$ cat config.mk
export PLATFORM = sky130hd
export DESIGN_NAME = xyz2s_matrix
export DESIGN_NICKNAME = d
export VERILOG_FILES = /design/src/hdl/xyz2s_pkg.sv /design/src/hdl/xyz2s_matrix.sv
export SDC_FILE = /design/constraint.sdc
export NUM_CORES = 2
export LEC_CHECK = 0
export CAP_MARGIN = 25
export CORE_UTILIZATION = 55
export CTS_CLUSTER_SIZE = 12
export DETAILED_ROUTE_END_ITERATION = 8
export DONT_BUFFER_PORTS = 1
export GPL_TIMING_DRIVEN = 1
export PLACE_DENSITY = 0.71
export SYNTH_ARGS = -nofsm -noshare
export SYNTH_HDL_FRONTEND = slang
export SYNTH_SLANG_ARGS = --single-unit
$ cat constraint.sdc
create_clock -name clock -period 6.1 [get_ports clock]
set_input_delay 0.305 -clock clock [delete_from_list [all_inputs] [get_ports clock]]
set_output_delay 0.305 -clock clock [all_outputs]
set_load 0.02 [all_outputs]
$ cat src/hdl/xyz2s_pkg.sv
package xyz2s_pkg;

   // fixed point layout
   localparam int ACC_FRAC = 28;
   localparam int SRGB_BITS = 16;
   localparam int SRGB_W = SRGB_BITS + 1;
   localparam int CHAN_W = 32;
   localparam int PROD_W = 34;
   localparam int SUM_W = 36;
   localparam int NUM_CHAN = 3;

   typedef logic signed [16:0] coef_type;
   typedef logic [SRGB_W-1:0] thresh_type;
   typedef thresh_type [255:0] srgb_tab_type;

   // control that travels with each pixel
   typedef struct packed {
      logic valid;
      logic scaled;
   } stage_ctl_type;

   // xyz to linear rgb, signed q2.14
   localparam coef_type MAT_COEF [0:2][0:2] = '{
      '{ 17'sd53092, -17'sd25184, -17'sd8168 },
      '{-17'sd15880,  17'sd30737,  17'sd681  },
      '{ 17'sd912,   -17'sd3343,   17'sd17322}
   };

   // does q0.16 value q reach gray level k
   function automatic logic srgb_meets(input int unsigned q, input int unsigned k);
      logic [263:0] lhs;
      logic [263:0] rhs;
      logic [63:0] n;
      if (k <= 10) begin
         return (64'(q) * 64'd16473) >= (64'd163840 * 64'(2 * k - 1));
      end
      n = 64'((2 * k - 1) * 20 + 561);
      lhs = 264'd1;
      rhs = 264'd1;
      for (int i = 0; i < 5; i++) begin
         lhs = lhs * 264'(q);
         rhs = rhs << 16;
      end
      for (int i = 0; i < 12; i++) begin
         lhs = lhs * 264'd10761;
         rhs = rhs * 264'(n);
      end
      return lhs >= rhs;
   endfunction

   // smallest q0.16 value reaching each gray level
   function automatic srgb_tab_type srgb_thresholds();
      srgb_tab_type tab;
      int unsigned lo;
      int unsigned hi;
      int unsigned mid;
      tab = '0;
      for (int k = 1; k < 256; k++) begin
         lo = 0;
         hi = 65537;
         while (lo < hi) begin
            mid = (lo + hi) >> 1;
            if (srgb_meets(mid, k)) begin
               hi = mid;
            end else begin
               lo = mid + 1;
            end
         end
         tab[k] = SRGB_W'(lo);
      end
      return tab;
   endfunction

   localparam srgb_tab_type SRGB_THRESH = srgb_thresholds();

endpackage

$ cat src/hdl/xyz2s_matrix.sv
module xyz2s_matrix (
   input  logic clock,
   input  logic reset,
   input  logic adv,
   input  logic in_valid,
   input  logic [15:0] x_value,
   input  logic [15:0] y_value,
   input  logic [15:0] z_value,
   output xyz2s_pkg::stage_ctl_type out_ctl,
   output logic [xyz2s_pkg::CHAN_W-1:0] out_chan [3],
   output logic [xyz2s_pkg::CHAN_W-1:0] out_max
);

   logic [15:0] xyz [3];
   logic signed [xyz2s_pkg::PROD_W-1:0] prod_in [3][3];
   logic signed [xyz2s_pkg::PROD_W-1:0] prod_ff [3][3];
   logic signed [xyz2s_pkg::SUM_W-1:0] sum_in [3];
   logic signed [xyz2s_pkg::SUM_W-1:0] sum_ff [3];
   logic signed [xyz2s_pkg::SUM_W-1:0] mx;
   logic [xyz2s_pkg::CHAN_W-1:0] chan_in [3];
   logic [xyz2s_pkg::CHAN_W-1:0] chan_ff [3];
   logic [xyz2s_pkg::CHAN_W-1:0] max_in;
   logic [xyz2s_pkg::CHAN_W-1:0] max_ff;
   logic scaled_in;
   logic scaled_ff;
   logic v1_ff;
   logic v2_ff;
   logic v3_ff;

   assign xyz[0] = x_value;
   assign xyz[1] = y_value;
   assign xyz[2] = z_value;

   // products
   always_comb begin
      for (int i = 0; i < 3; i++) begin
         for (int j = 0; j < 3; j++) begin
            prod_in[i][j] = $signed({1'b0, xyz[j]}) * xyz2s_pkg::MAT_COEF[i][j];
         end
      end
   end

   // row sums
   always_comb begin
      for (int i = 0; i < 3; i++) begin
         sum_in[i] = xyz2s_pkg::SUM_W'(prod_ff[i][0]) + xyz2s_pkg::SUM_W'(prod_ff[i][1])
                   + xyz2s_pkg::SUM_W'(prod_ff[i][2]);
      end
   end

   // largest channel, clip negatives
   always_comb begin
      mx = sum_ff[0];
      if (sum_ff[1] > mx) begin
         mx = sum_ff[1];
      end
      if (sum_ff[2] > mx) begin
         mx = sum_ff[2];
      end
      scaled_in = mx > (xyz2s_pkg::SUM_W'(1) <<< xyz2s_pkg::ACC_FRAC);
      max_in = (mx > 0) ? mx[xyz2s_pkg::CHAN_W-1:0] : '0;
      for (int i = 0; i < 3; i++) begin
         chan_in[i] = (sum_ff[i] > 0) ? sum_ff[i][xyz2s_pkg::CHAN_W-1:0] : '0;
      end
   end

   // valid bits
   always_ff @(posedge clock) begin
      if (reset) begin
         v1_ff <= 1'b0;
         v2_ff <= 1'b0;
         v3_ff <= 1'b0;
      end else if (adv) begin
         v1_ff <= in_valid;
         v2_ff <= v1_ff;
         v3_ff <= v2_ff;
      end
   end

   // payload
   always_ff @(posedge clock) begin
      if (adv) begin
         prod_ff <= prod_in;
         sum_ff <= sum_in;
         chan_ff <= chan_in;
         max_ff <= max_in;
         scaled_ff <= scaled_in;
      end
   end

   assign out_ctl.valid = v3_ff;
   assign out_ctl.scaled = scaled_ff;
   assign out_chan = chan_ff;
   assign out_max = max_ff;

endmodule

# --- After elaboration in Yosys (flattened, before gate mapping) ---
# Cells that the tools add are included.
word_totals:
  ff_bits: 494
  elab_cells: 44
  input_bits: 52
  output_inout_bits: 130
op_classes:
  n_mul: 9
  magnitude_cmp: 7
  add_sub_neg: 6
  n_mux: 2
op_table:
  columns: ["op", "count"]
  rows:
  - ["$gt A36 B1 Y1 const B", 4]
  - ["$gt A36 B36 Y1", 2]
  - ["$mux W36", 2]
  - ["$mul A16 B14 Y30 const B", 2]
  - ["$mul A17 B11 Y28 const B", 2]
  - ["$gt A36 B30 Y1 const B", 1]
  - ["$add A34 B31 Y35", 1]
  - ["$add A33 B27 Y34", 1]
  - ["$add A33 B33 Y34", 1]
  - ["$add A31 B32 Y33", 1]
  - ["$add A32 B32 Y33", 1]
  - ["$add A27 B30 Y31", 1]
  - ["$mul A16 B15 Y31 const B", 1]
  - ["$mul A17 B13 Y30 const B", 1]
  - ["$mul A17 B12 Y29 const B", 1]
  - ["$mul A16 B10 Y26 const B", 1]
  - ["$mul A16 B6 Y22 const B", 1]

# --- Longest topological paths before layout ---
logic_depth:
  word_depth: 5
  depth_mapped: 23

# --- Worst setup path after synthesis ---
# No wires, ideal clock.
synth_path:
  path_kind: "input port to flip-flop"
  startpoint: "input y_value[4]"
  endpoint: "register prod_ff[268] (netlist bit), data pin"
  setup_ns: 0.262
  path_stages: 18
  path_buffers: 0
  arrival_time_ns: 5.158
  path_slack_ns: 0.680
  path_cell_list: "fa_1 -> inv_1 -> fa_1 -> fa_1 -> inv_1 -> fa_1 -> fa_1 -> ha_1 -> and3_1 -> a221oi_1 -> o21bai_1 -> o2bb2ai_1 -> nor4_1 -> o31ai_1 -> o41a_1 -> a21oi_1 -> o21ai_0 -> xnor2_1"
synth_lines:
  columns: ["element", "line_no", "rtl"]
  rows:
  - ["start, declared", "xyz2s_matrix.sv:7", "input logic [15:0] y_value,"]
  - ["end signal, assigned", "xyz2s_matrix.sv:83", "prod_ff <= prod_in;"]
  - ["end, declared", "xyz2s_matrix.sv:16", "logic signed [xyz2s_pkg::PROD_W-1:0] prod_ff [3][3];"]

# --- Worst setup path in the final report ---
layout_path:
  startpoint: "register sum_ff[43] (netlist bit)"
  endpoint: "register max_ff (netlist bit out_max[0]), data pin"
layout_via:
  elab_chain_cells: 5
layout_rtl:
  columns: ["element", "line_no", "rtl"]
  rows:
  - ["start, declared", "xyz2s_matrix.sv:18", "logic signed [xyz2s_pkg::SUM_W-1:0] sum_ff [3];"]
  - ["start signal, assigned", "xyz2s_matrix.sv:84", "sum_ff <= sum_in;"]
  - ["$gt A36 B36 Y1", "xyz2s_matrix.sv:54", "if (sum_ff[1] > mx) begin"]
  - ["$mux W36 *", "xyz2s_matrix.sv:54", null]
  - ["$gt A36 B36 Y1", "xyz2s_matrix.sv:57", "if (sum_ff[2] > mx) begin"]
  - ["$mux W36 *", "xyz2s_matrix.sv:57", null]
  - ["$gt A36 B1 Y1", "xyz2s_matrix.sv:61", "max_in = (mx > 0) ? mx[xyz2s_pkg::CHAN_W-1:0] : '0;"]
  - ["end signal, assigned", "xyz2s_matrix.sv:86", "max_ff <= max_in;"]
  - ["end, declared", "xyz2s_matrix.sv:23", "logic [xyz2s_pkg::CHAN_W-1:0] max_ff;"]
# Mark *: on every way between the ends. The rest lies on a longest branch, timed or not.
# A chain may end at the register's enable or synchronous reset.

==> impl_metrics.json <==
{
  "status": "complete, but fails checks",
  "violations": "slew limit",
  "synth_warnings": 0,
  "syn_area_per_cell_um2": 11.5,
  "synth_area_leader_cell": "edfxtp_1",
  "arrival_ns": 6.12,
  "fin_crit_sh": 0.940,
  "cts.sinks": 468,
  "gr-usage-all-layers": 0.296,
  "seq_area_frac_synth": 0.290,
  "vias": 32100,
  "start_util": 0.556,
  "grt_setup_unrepaired": "false",
  "core_region_area_um2": 86900,
  "syn_to_final_growth_pct": 7.31,
  "syn_area_um2": 48300,
  "port_buffers": 0,
  "drtIter0Drc": 2328,
  "slew_headroom": -0.0929,
  "overflow": 0,
  "fmax_mhz": 174,
  "wire_per_inst_um": 23.8,
  "dieHeight_um": 298,
  "critPathRequiredTime_ns": 6.48,
  "die_width_um": 298,
  "hpwlAfterDp_um": 109000,
  "cts-root-buf": "clkbuf_16",
  "postRouteAntennaNets": 0,
  "drv_cap": 0,
  "ys.flop_type": "edfxtp_1",
  "cp-start-kind": "flop",
  "hp-class": "in -> reg",
  "synth_commonest_cells": "918 x ha_1, 617 x inv_1, 474 x fa_1",
  "synth_cell_types": 83,
  "ys_ff_latch": 468,
  "yosysMostFrequentCell": "ha_1",
  "async_flop_share": 0,
  "worst_clock_skew_ns": 0.0299,
  "clk_pin_slew_ns": 0.06,
  "firstDrtPassIters": 7,
  "drt-total-wl_um": 131000,
  "grt_pass1_vias": 32200,
  "grt_max_degree": 465,
  "clock_latency_ns": 0.63,
  "crit_type": "reg -> reg",
  "drive_gt1_frac": 0.0400,
  "io_pins": 182,
  "cts.path.max_buffers": 3,
  "layout.nets": 5756,
  "synth_edf_count": 465,
  "critPathMaxFanout": 24,
  "synth_top_area_share": 0.289,
  "hold_viol": 0,
  "drc": 0,
  "synth.area.top_cells": "edfxtp_1 29%, ha_1 24%, fa_1 20%, inv_1 4.8%, xnor2_1 3.6%",
  "die_area_um2": 89100,
  "fin_crit_ns": 5.74,
  "antenna_found_initial": 3,
  "worstMarginPinSlew_ns": 1.64,
  "holdWs_ns": 0.0415,
  "setup-violations-final": 0,
  "rows": 108,
  "cts_inserted_buffers": 52,
  "fin_tns_setup_ns": 0,
  "routed_via_density": 5.83,
  "cts_tree": "built",
  "slew_violations": 203,
  "netlist_instances": 4207,
  "gp_congestion": 0.988,
  "grt_pass1_wl_um": 197000,
  "htreeDepth": 2,
  "crit_path_end_kind": "flop"
}
[logic make-up (layout without fill, tap and decap cells)]
kind of cell	Yosys count	after routing	share of synthesized area
AOI/OAI and AO/OA	677	677	0.0924
xor gates and xnor gates	263	263	0.0477
adders and majority gates	1392	1392	0.434
buffers and inverters	648	789	0.0525
DFF	468	468	0.290
muxes	41	41	0.00865
other	1	3	0.0000776
and+or+nand+nor	717	717	0.0747
[state kept, by name (all words and copies together), names as in the netlist]
register   flops
sum_ff       100
v1_ff          1
out_chan      94
v3_ff          1
out_max       32
scaled_ff      1
v2_ff          1
prod_ff      238
[area by class of cell]
class | instances | area, um^2
Tap cell | 1155 | 1450
Timing Repair Buffer | 81 | 677
Clock inverter | 23 | 221
Multi-Input combinational cell | 3092 | 31800
Clock buffer | 68 | 1380
Inverter | 617 | 2320
Fill cell | 7037 | 35000
Antenna cell | 1 | 2.50
Sequential cell | 468 | 14000
[metal layers]
layer | up-vias | track usage | share of wire
met2 | 1098 | 0.481 | 0.46
met4 | 0 | 0.103 | 0.038
met1 | 15900 | 0.404 | 0.43
li1 | 14900 | - | -
met5 | - | 0 | 0
met3 | 177 | 0.0459 | 0.072
[worst max-delay path, stage by stage (launching register included)]
cell and delay, ns:
edfxtp_1 0.47, ha_1 0.35, a21o_1 0.18, a221o_1 0.35
a221o_1 0.37, a311oi_2 0.41, a21oi_4 0.16, buf_4 0.17
mux2i_1 0.10, buf_4 0.16, ha_1 0.28, nor2b_1 0.13
o21ai_0 0.19, or4b_4 0.51, a2111oi_4 0.34, a21oi_2 0.11
o41ai_4 0.34, buf_4 0.33, buf_4 0.29, nor2_1 0.06
a21oi_1 0.11, nor2_1 0.06
[repair_timing]
item / 4_1_cts / 5_1_grt
hold buffers: 20 / 1
endpoints found under the setup margin: 0 / 12
endpoints found under the hold margin: 27 / 1
setup buffers: 0 / 6
gates resized for setup: 0 / 2
[placed cells by master, fill, tap and decap left out, types with 67 or more instances in the layout]
master and n:
ha_1 918, inv_1 617, fa_1 474, edfxtp_1 465
a21oi_1 212, nor2_1 209, xnor2_1 200, o21ai_0 116
nand2_1 106, a21o_1 101, and2_1 67
[path summary, 6_finish.rpt]
check / end / cells past startpoint / slack, ns / from
setup / recovery: out_max[0] / 21 / 0.36 / sum_ff[43]
hold reg to reg: v2_ff / 2 / 0.50 / v2_ff
setup reg to reg: out_max[0] / 21 / 0.36 / sum_ff[43]
hold / removal: prod_ff[140] / 1 / 0.04 / y_value[0]
[stage by stage]
step / util / instances / area (um^2) / setup slack (ns)
finish: 0.597 / 5505 / 51900 / 0.364
global route: 0.597 / 5504 / 51900 / 0.0776
floorplan: - / 4208 / 48300 / 0.680
CTS: 0.596 / 5497 / 51800 / 0.227
detailed placement: 0.575 / 5386 / 50000 / 0.233
global placement: 0.575 / 5385 / 50000 / 0.206
Power is not shown: default switching activity piles up to over one toggle a cycle in this logic, so the estimate is an artifact.
