--- config.mk ---
export PLATFORM = sky130hd
export DESIGN_NAME = xyz2s_encoder
export DESIGN_NICKNAME = d
export VERILOG_FILES = /design/src/hdl/xyz2s_pkg.sv /design/src/hdl/xyz2s_encoder.sv
export SDC_FILE = /design/constraint.sdc
export NUM_CORES = 2
export LEC_CHECK = 0
export ABC_CLOCK_PERIOD_IN_PS = 5450
export BUFFER_PORTS_ARGS = -buffer_cell sky130_fd_sc_hd__buf_2
export CAP_MARGIN = 10
export CORE_UTILIZATION = 35
export DETAILED_ROUTE_END_ITERATION = 7
export PLACE_DENSITY = 0.47
export SKIP_CTS_REPAIR_TIMING = 1
export SLEW_MARGIN = 20
export SYNTH_ARGS = -nofsm -noshare
export SYNTH_HDL_FRONTEND = slang
export SYNTH_SLANG_ARGS = --single-unit
--- constraint.sdc ---
create_clock -name clock -period 5.45 [get_ports clock]
set_input_delay 0.2725 -clock clock [delete_from_list [all_inputs] [get_ports clock]]
set_output_delay 0.2725 -clock clock [all_outputs]
set_load 0.01 [all_outputs]
--- src/hdl/xyz2s_pkg.sv ---
package xyz2s_pkg;

   // fixed point layout
   localparam int ACC_FRAC = 28;
   localparam int SRGB_BITS = 16;
   localparam int SRGB_W = SRGB_BITS + 1;
   localparam int CHAN_W = 32;
   localparam int PROD_W = 34;
   localparam int SUM_W = 36;
   localparam int NUM_CHAN = 3;

   typedef logic signed [16:0] coef_type;
   typedef logic [SRGB_W-1:0] thresh_type;
   typedef thresh_type [255:0] srgb_tab_type;

   // control that travels with each pixel
   typedef struct packed {
      logic valid;
      logic scaled;
   } stage_ctl_type;

   // xyz to linear rgb, signed q2.14
   localparam coef_type MAT_COEF [0:2][0:2] = '{
      '{ 17'sd53092, -17'sd25184, -17'sd8168 },
      '{-17'sd15880,  17'sd30737,  17'sd681  },
      '{ 17'sd912,   -17'sd3343,   17'sd17322}
   };

   // does q0.16 value q reach gray level k
   function automatic logic srgb_meets(input int unsigned q, input int unsigned k);
      logic [263:0] lhs;
      logic [263:0] rhs;
      logic [63:0] n;
      if (k <= 10) begin
         return (64'(q) * 64'd16473) >= (64'd163840 * 64'(2 * k - 1));
      end
      n = 64'((2 * k - 1) * 20 + 561);
      lhs = 264'd1;
      rhs = 264'd1;
      for (int i = 0; i < 5; i++) begin
         lhs = lhs * 264'(q);
         rhs = rhs << 16;
      end
      for (int i = 0; i < 12; i++) begin
         lhs = lhs * 264'd10761;
         rhs = rhs * 264'(n);
      end
      return lhs >= rhs;
   endfunction

   // smallest q0.16 value reaching each gray level
   function automatic srgb_tab_type srgb_thresholds();
      srgb_tab_type tab;
      int unsigned lo;
      int unsigned hi;
      int unsigned mid;
      tab = '0;
      for (int k = 1; k < 256; k++) begin
         lo = 0;
         hi = 65537;
         while (lo < hi) begin
            mid = (lo + hi) >> 1;
            if (srgb_meets(mid, k)) begin
               hi = mid;
            end else begin
               lo = mid + 1;
            end
         end
         tab[k] = SRGB_W'(lo);
      end
      return tab;
   endfunction

   localparam srgb_tab_type SRGB_THRESH = srgb_thresholds();

endpackage

--- src/hdl/xyz2s_encoder.sv ---
module xyz2s_encoder #(
   parameter int QB = 16,
   parameter int LF = 16
) (
   input  logic clock,
   input  logic reset,
   input  logic adv,
   input  logic mode,
   input  xyz2s_pkg::stage_ctl_type in_ctl,
   input  logic [xyz2s_pkg::CHAN_W-1:0] in_chan [3],
   input  logic [QB:0] in_quo [3],
   output logic out_valid,
   output logic [7:0] out_code [3],
   output logic out_scaled
);

   localparam int LW = LF + 1;
   localparam int PW = LF + 9;
   localparam int SW = xyz2s_pkg::SRGB_W;

   logic [SW-1:0] q16;
   logic [LW-1:0] lin;
   logic [PW-1:0] lsum;
   logic [SW-1:0] q_in [3];
   logic [7:0] lcode_in [3];
   logic [SW-1:0] q_ff [9][3];
   logic [7:0] lcode_ff [9][3];
   logic [7:0] code_in [9][3];
   logic [7:0] code_ff [9][3];
   xyz2s_pkg::stage_ctl_type ctl_ff [9];
   logic [7:0] rsp_code_in [3];
   logic [7:0] rsp_code_ff [3];
   logic rsp_scaled_ff;
   logic rsp_valid_ff;

   // linear values and linear code
   always_comb begin
      for (int c = 0; c < 3; c++) begin
         if (in_ctl.scaled) begin
            q16 = SW'(in_quo[c] >> (QB - xyz2s_pkg::SRGB_BITS));
            lin = LW'(in_quo[c] >> (QB - LF));
         end else begin
            q16 = SW'(in_chan[c] >> (xyz2s_pkg::ACC_FRAC - xyz2s_pkg::SRGB_BITS));
            lin = LW'(in_chan[c] >> (xyz2s_pkg::ACC_FRAC - LF));
         end
         lsum = {lin, 8'b0} - PW'(lin) + (PW'(1) << (LF - 1));
         q_in[c] = q16;
         lcode_in[c] = lsum[LF+7:LF];
      end
   end

   // srgb gray level by binary search over thresholds, one bit a stage
   always_comb begin
      logic [7:0] cand;
      for (int c = 0; c < 3; c++) begin
         code_in[0][c] = '0;
      end
      for (int s = 1; s <= 8; s++) begin
         for (int c = 0; c < 3; c++) begin
            cand = code_ff[s-1][c] | (8'd1 << (8 - s));
            code_in[s][c] = (q_ff[s-1][c] >= xyz2s_pkg::SRGB_THRESH[cand]) ?
                            cand : code_ff[s-1][c];
         end
      end
   end

   // mode select
   always_comb begin
      for (int c = 0; c < 3; c++) begin
         rsp_code_in[c] = mode ? lcode_ff[8][c] : code_ff[8][c];
      end
   end

   // valid and control bits
   always_ff @(posedge clock) begin
      if (reset) begin
         for (int s = 0; s <= 8; s++) begin
            ctl_ff[s].valid <= 1'b0;
         end
         rsp_valid_ff <= 1'b0;
      end else if (adv) begin
         ctl_ff[0] <= in_ctl;
         for (int s = 1; s <= 8; s++) begin
            ctl_ff[s] <= ctl_ff[s-1];
         end
         rsp_valid_ff <= ctl_ff[8].valid;
      end
   end

   // payload
   always_ff @(posedge clock) begin
      if (adv) begin
         q_ff[0] <= q_in;
         lcode_ff[0] <= lcode_in;
         code_ff[0] <= code_in[0];
         for (int s = 1; s <= 8; s++) begin
            q_ff[s] <= q_ff[s-1];
            lcode_ff[s] <= lcode_ff[s-1];
            code_ff[s] <= code_in[s];
         end
         rsp_code_ff <= rsp_code_in;
         rsp_scaled_ff <= ctl_ff[8].scaled;
      end
   end

   assign out_valid = rsp_valid_ff;
   assign out_code = rsp_code_ff;
   assign out_scaled = rsp_scaled_ff;

endmodule
-- Word level (Yosys, flattened, before mapping)
Memories as Yosys holds them, arrays and structs flattened.
Index checks and enable logic that the tools add are counted.
- $add $sub $neg: 6
- order comparisons: 48
- multiplexer cells: 69
- bitwise gates (word level): 9
- operator list (operator ; count):
    $mux 17 ; 27
    $ge 17x17->1 ; 24
    $lt 8x9->1 const B ; 24
    $add 24x16->24 const B ; 3
    $sub 24x17->24 ; 3
    $mux 8 ; 6
    $mux 7 ; 3
    $mux 1 ; 18
    $mux 6 ; 3
    $mux 5 ; 3
    $mux 4 ; 3
    $mux 3 ; 3
    $or 1x1->1 ; 9
    $mux 2 ; 3
- flip-flop bits (word level): 26
- bits in writable memories: 909
- memory bits (read-only): 52224
- bits of input ports: 153
- output and inout bits: 26
- memories kept: 28
- memory list (memory ; words ; width ; rd ports ; clocked after memory_dff ; wr ports ; RTL line ; text):
    (name not given) ; 128 ; 17 ; 1 ; 0 ; 0 ; xyz2s_encoder.sv:61 ; code_in[s][c] = (q_ff[s-1][c] >= xyz2s_pkg::SRGB_THRESH[cand]) ?
    (name not given) ; 128 ; 17 ; 1 ; 0 ; 0 ; xyz2s_encoder.sv:61 ;
    (name not given) ; 128 ; 17 ; 1 ; 0 ; 0 ; xyz2s_encoder.sv:61 ;
    (name not given) ; 128 ; 17 ; 1 ; 0 ; 0 ; xyz2s_encoder.sv:61 ;
    (name not given) ; 128 ; 17 ; 1 ; 0 ; 0 ; xyz2s_encoder.sv:61 ;
    (name not given) ; 128 ; 17 ; 1 ; 0 ; 0 ; xyz2s_encoder.sv:61 ;
    +22 memories ; - ; - ; - ; - ; - ; - ;

-- Longest topological paths before layout
An unclocked memory read counts as a cell.
- depth in word-level cells: 5
- gate-level depth with buffers: 19
- gate-level depth less buffers: 17

-- Least setup slack after synthesis
Ideal clock, no wire load.
- kind: reg2reg
- start: memory code_ff[0][147] in the netlist's numbering
- end: memory code_ff[0][169] in the netlist's numbering, data pin
- data arrival time: 3.737 ns
- slack: 1.444 ns
- stages on the path, launching flop included: 17
- buffers on the path: 2
- clock period less this slack: 4.006 ns
- cells stage by stage: edfxtp_1 -> clkbuf_1 -> inv_1 -> ha_1 -> clkbuf_1 -> inv_1 -> nor3_1 -> a211oi_1 -> mux4_2 -> ha_1 -> nor2b_1 -> o21a_1 -> o21a_1 -> o21ai_0 -> a21oi_1 -> a2111oi_0 -> o31ai_1
- RTL lines (what ; RTL line ; text):
    from (decl) ; xyz2s_encoder.sv:29 ; logic [7:0] code_ff [9][3];

==> out/summary.md <==
The number of warnings printed during yosys synthesis was 0. Before antenna repair, the detailed router went through 6 iterations. Dividing the detail-routed wire length by the instance count gives 18.9 µm. After the last flow step, the layout net total stands at 5355. In this run the mean area of a mapped cell was 10.5 µm². Sequential cells were found to cover 47.9% of the synthesized design area. For the number of distinct library cells after synthesis, the log shows 92. The final route contains 36200 vias. The largest net degree at the start of global routing came out at 126.

In this run the core area contains 136 standard-cell rows. The number of cells produced by synthesis is 4641, and the post-detailed-route count of antenna-violating nets is 0. Library cell occupying the most area in the post-synthesis netlist: edfxtp_1. The run gives 49.8 ps as the setup skew after layout. The initial utilization of the core area, before any placement, comes to 35.3%. The remaining max-slew budget at the tightest pin was 27.5%. Once detailed placement completed, the half-perimeter wirelength came to 86100 µm.

For the initial antenna violation count, the log shows 5. For the final number of hold-violating endpoints, the log shows 0. Of all flip-flops after synthesis, the portion carrying an async set or reset was 0%. Reported leakage power: 21.2 nW. For the total area of sequential cells, the log shows 23300 µm².

After detailed routing, the total wire length is 124000 µm. For this design the ratio of total power to cell area is 298 nW/µm². The tools report the wire length of the first global-routing pass as 194000 µm. Dividing the final minimum period by the clock period gives 78.6%. Setup repair after global routing left no endpoint under its margin. The run gives 1160 ps as the post-layout worst setup margin.

The classification of the worst-slack hold path was input pin to register. The critical path is of the register to register type. For the TritonCTS sink count, the log shows 776.

The number of buffers created by CTS was 89. The number of pins with negative max-slew slack in the final report is 0. At the worst endpoint, the arrival time is 4730 ps.

IR analysis of the VDD net gives a maximum drop of 0.227 mV. From synthesis to final layout, the design area changed by 12.6%. The final setup violation count came out at 0.

The required arrival time at the worst endpoint is 5890 ps. Fill cells in the final layout number 13300. At the placement stage, the worst setup path has a slack of 1170 ps. The element type at the critical path end is a register. At the pin with the least slew margin, the transition time is 1090 ps.

The run finished with clean final reports. Setup total negative slack on the finished layout was measured at 0 ps. STA classifies the critical path startpoint as a register. The overall power is 0.0163 W, and the worst-path maximum fanout is 6. Of the cells placed in the final design, the portion with a size suffix greater than 1 is 10.3%.

After detailed routing, the number of remaining DRC violations is 0. The clock passes through at most 3 buffers. The most frequent cell after synthesis is edfxtp_1. The region available for standard cell placement spans 138000 µm². The max-cap check violation count was 0. Flip-flop cell with the highest count after synthesis: edfxtp_1. The number of global-route vias before repair was 34400; the number of vias per cell after detailed routing was 5.51. The minimum period implied by the final worst setup slack works out to 4290 ps. The clock input transition at the sequential cells of the worst setup and hold paths works out to 60 ps. The commonest cells after synthesis are edfxtp_1 (775), ha_1 (499), o21ai_0 (424). Port buffering added 133 buffers.

The net count after synthesis was 5293; the horizontal die dimension was 375 µm. The synthesized design devotes to its leading area cell type 47.8% of total area. Summing every instance area after synthesis gives 48600 µm².

TritonCTS built the clock tree. The clock tree synthesis step divided the H-tree into 3 levels. For this run, the total global-route usage over all layers was measured as 17.1%. For the antenna diode instance count, the log shows 0. The tools report the DRC marker count from the first detailed-route iteration as 3370.

During I/O placement, the number of pins put on the boundary was 179. For the global placement routability congestion, the log shows 0.901. The clock insertion delay at the later pin of the skew report came out at 710 ps. Yosys attributes the largest share of cell area to edfxtp_1 (48%), ha_1 (13%), o21ai_0 (4.4%). Number of flops mapped to enable cells by yosys: 775. The multi-input combinational cells in the finished layout cover a total of 23500 µm².

The root buffer cell chosen for the clock tree is clkbuf_16. The die area was 140000 µm². For this run, the top clock speed supported by timing is 233 MHz. The height of the die was 375 µm; the synthesis-stage register bit count was 776. The global route total overflow came out at 0.
==> power by group <==
part           leakage, nW  total, W  switching (W)  internal (W)
Sequential            7.56   0.00738       0.000272       0.00711
Combinational         12.2   0.00290        0.00174       0.00116
Clock                 1.45   0.00605        0.00250       0.00355
==> path summary, 6_finish.rpt <==
path | end | startpoint | cells after the start | slack, ps
max | code_ff[0][208]$_DFFE_PP_ | code_ff[0][185]$_DFFE_PP_ | 17 | 1160
min | q_ff[0][42]$_DFFE_PP_ | in_chan[84] | 3 | 1
max reg2reg | code_ff[0][208]$_DFFE_PP_ | code_ff[0][185]$_DFFE_PP_ | 17 | 1160
min reg2reg | lcode_ff[0][92]$_DFFE_PP_ | lcode_ff[0][68]$_DFFE_PP_ | 0 | 410
==> cell families (layout without fill, tap and decap cells) <==
family	Yosys count	count (layout)	share of synthesized area (%)
xor+xnor	35	35	0.630
simple gates	1212	1212	11.6
flops	776	776	47.9
mux	151	151	4.09
fa+ha+maj	499	499	12.8
buf+inv	483	617	3.87
compound gates	1485	1485	19.1
==> routing by layer <==
metal / GRT usage, % / wire (µm) / up-vias
li1: - / - / 17800
met1: 23.8 / 57200 / 17100
met2: 26.9 / 56100 / 1091
met3: 2.51 / 6880 / 233
met4: 6.50 / 3880 / 0
met5: 0 / 0 / -
==> worst max-delay path, cell delays in order, from the launching register on <==
cell and delay [ps]:
edfxtp_1 380, inv_1 290, ha_1 360, inv_1 140, nor2_1 80, nand2_1 240, nand2_1 80, a21oi_1 140
o22ai_1 100, mux4_2 530, ha_1 330, a21o_1 160, a21o_1 170, a211oi_1 220, o21ai_0 160, a41oi_1 250
nand2_1 90, a211o_1 290
==> through the flow <==
stage | area (µm²) | hold slack, ps | util [%] | cells
detailed placement | 51100 | 405 | 37.1 | 6338
global route | 54800 | 0.934 | 39.8 | 6569
finish | 54800 | 1.11 | 39.8 | 6569
global placement | 51100 | 402 | 37.1 | 6338
CTS | 54100 | -296 | 39.3 | 6501
floorplan | 48600 | 345 | - | 4641
==> area by class of cell <==
| cell class | instances | share of cell area [%] |
|---|---|---|
| tap | 1794 | 4.10 |
| inverter | 161 | 1.10 |
| clock buffer | 96 | 4.11 |
| multi-input combinational | 3382 | 42.8 |
| timing repair buffer | 293 | 3.93 |
| sequential | 776 | 42.5 |
| clock inverter | 67 | 1.41 |
==> layout by cell type, fill, tap and decap left out, types with 21 or more instances in the layout <==
cell type / count
a211oi_1: 95
a21o_1: 109
a21oi_1: 420
a221oi_1: 27
a311oi_1: 22
a31oi_1: 62
and2_1: 29
buf_2: 132
buf_4: 84
clkbuf_16: 89
clkinv_1: 26
dlygate4sd3_1: 67
edfxtp_1: 775
ha_1: 499
inv_1: 155
mux2_2: 59
mux2i_1: 59
mux4_2: 32
nand2_1: 390
nand2b_1: 63
nand3_1: 90
nand4_1: 33
nor2_1: 342
nor2b_1: 74
nor3_1: 83
o211ai_1: 58
o21a_1: 40
o21ai_0: 424
o311ai_0: 32
o31ai_1: 36
xnor2_1: 21
==> state kept, by name, indices dropped and copies added (netlist names) <==
signal,count
code_ff,108
ctl_ff,18
lcode_ff,216
out_code,24
out_scaled,1
out_valid,1
q_ff,408
(Power assumes the default switching activity.)
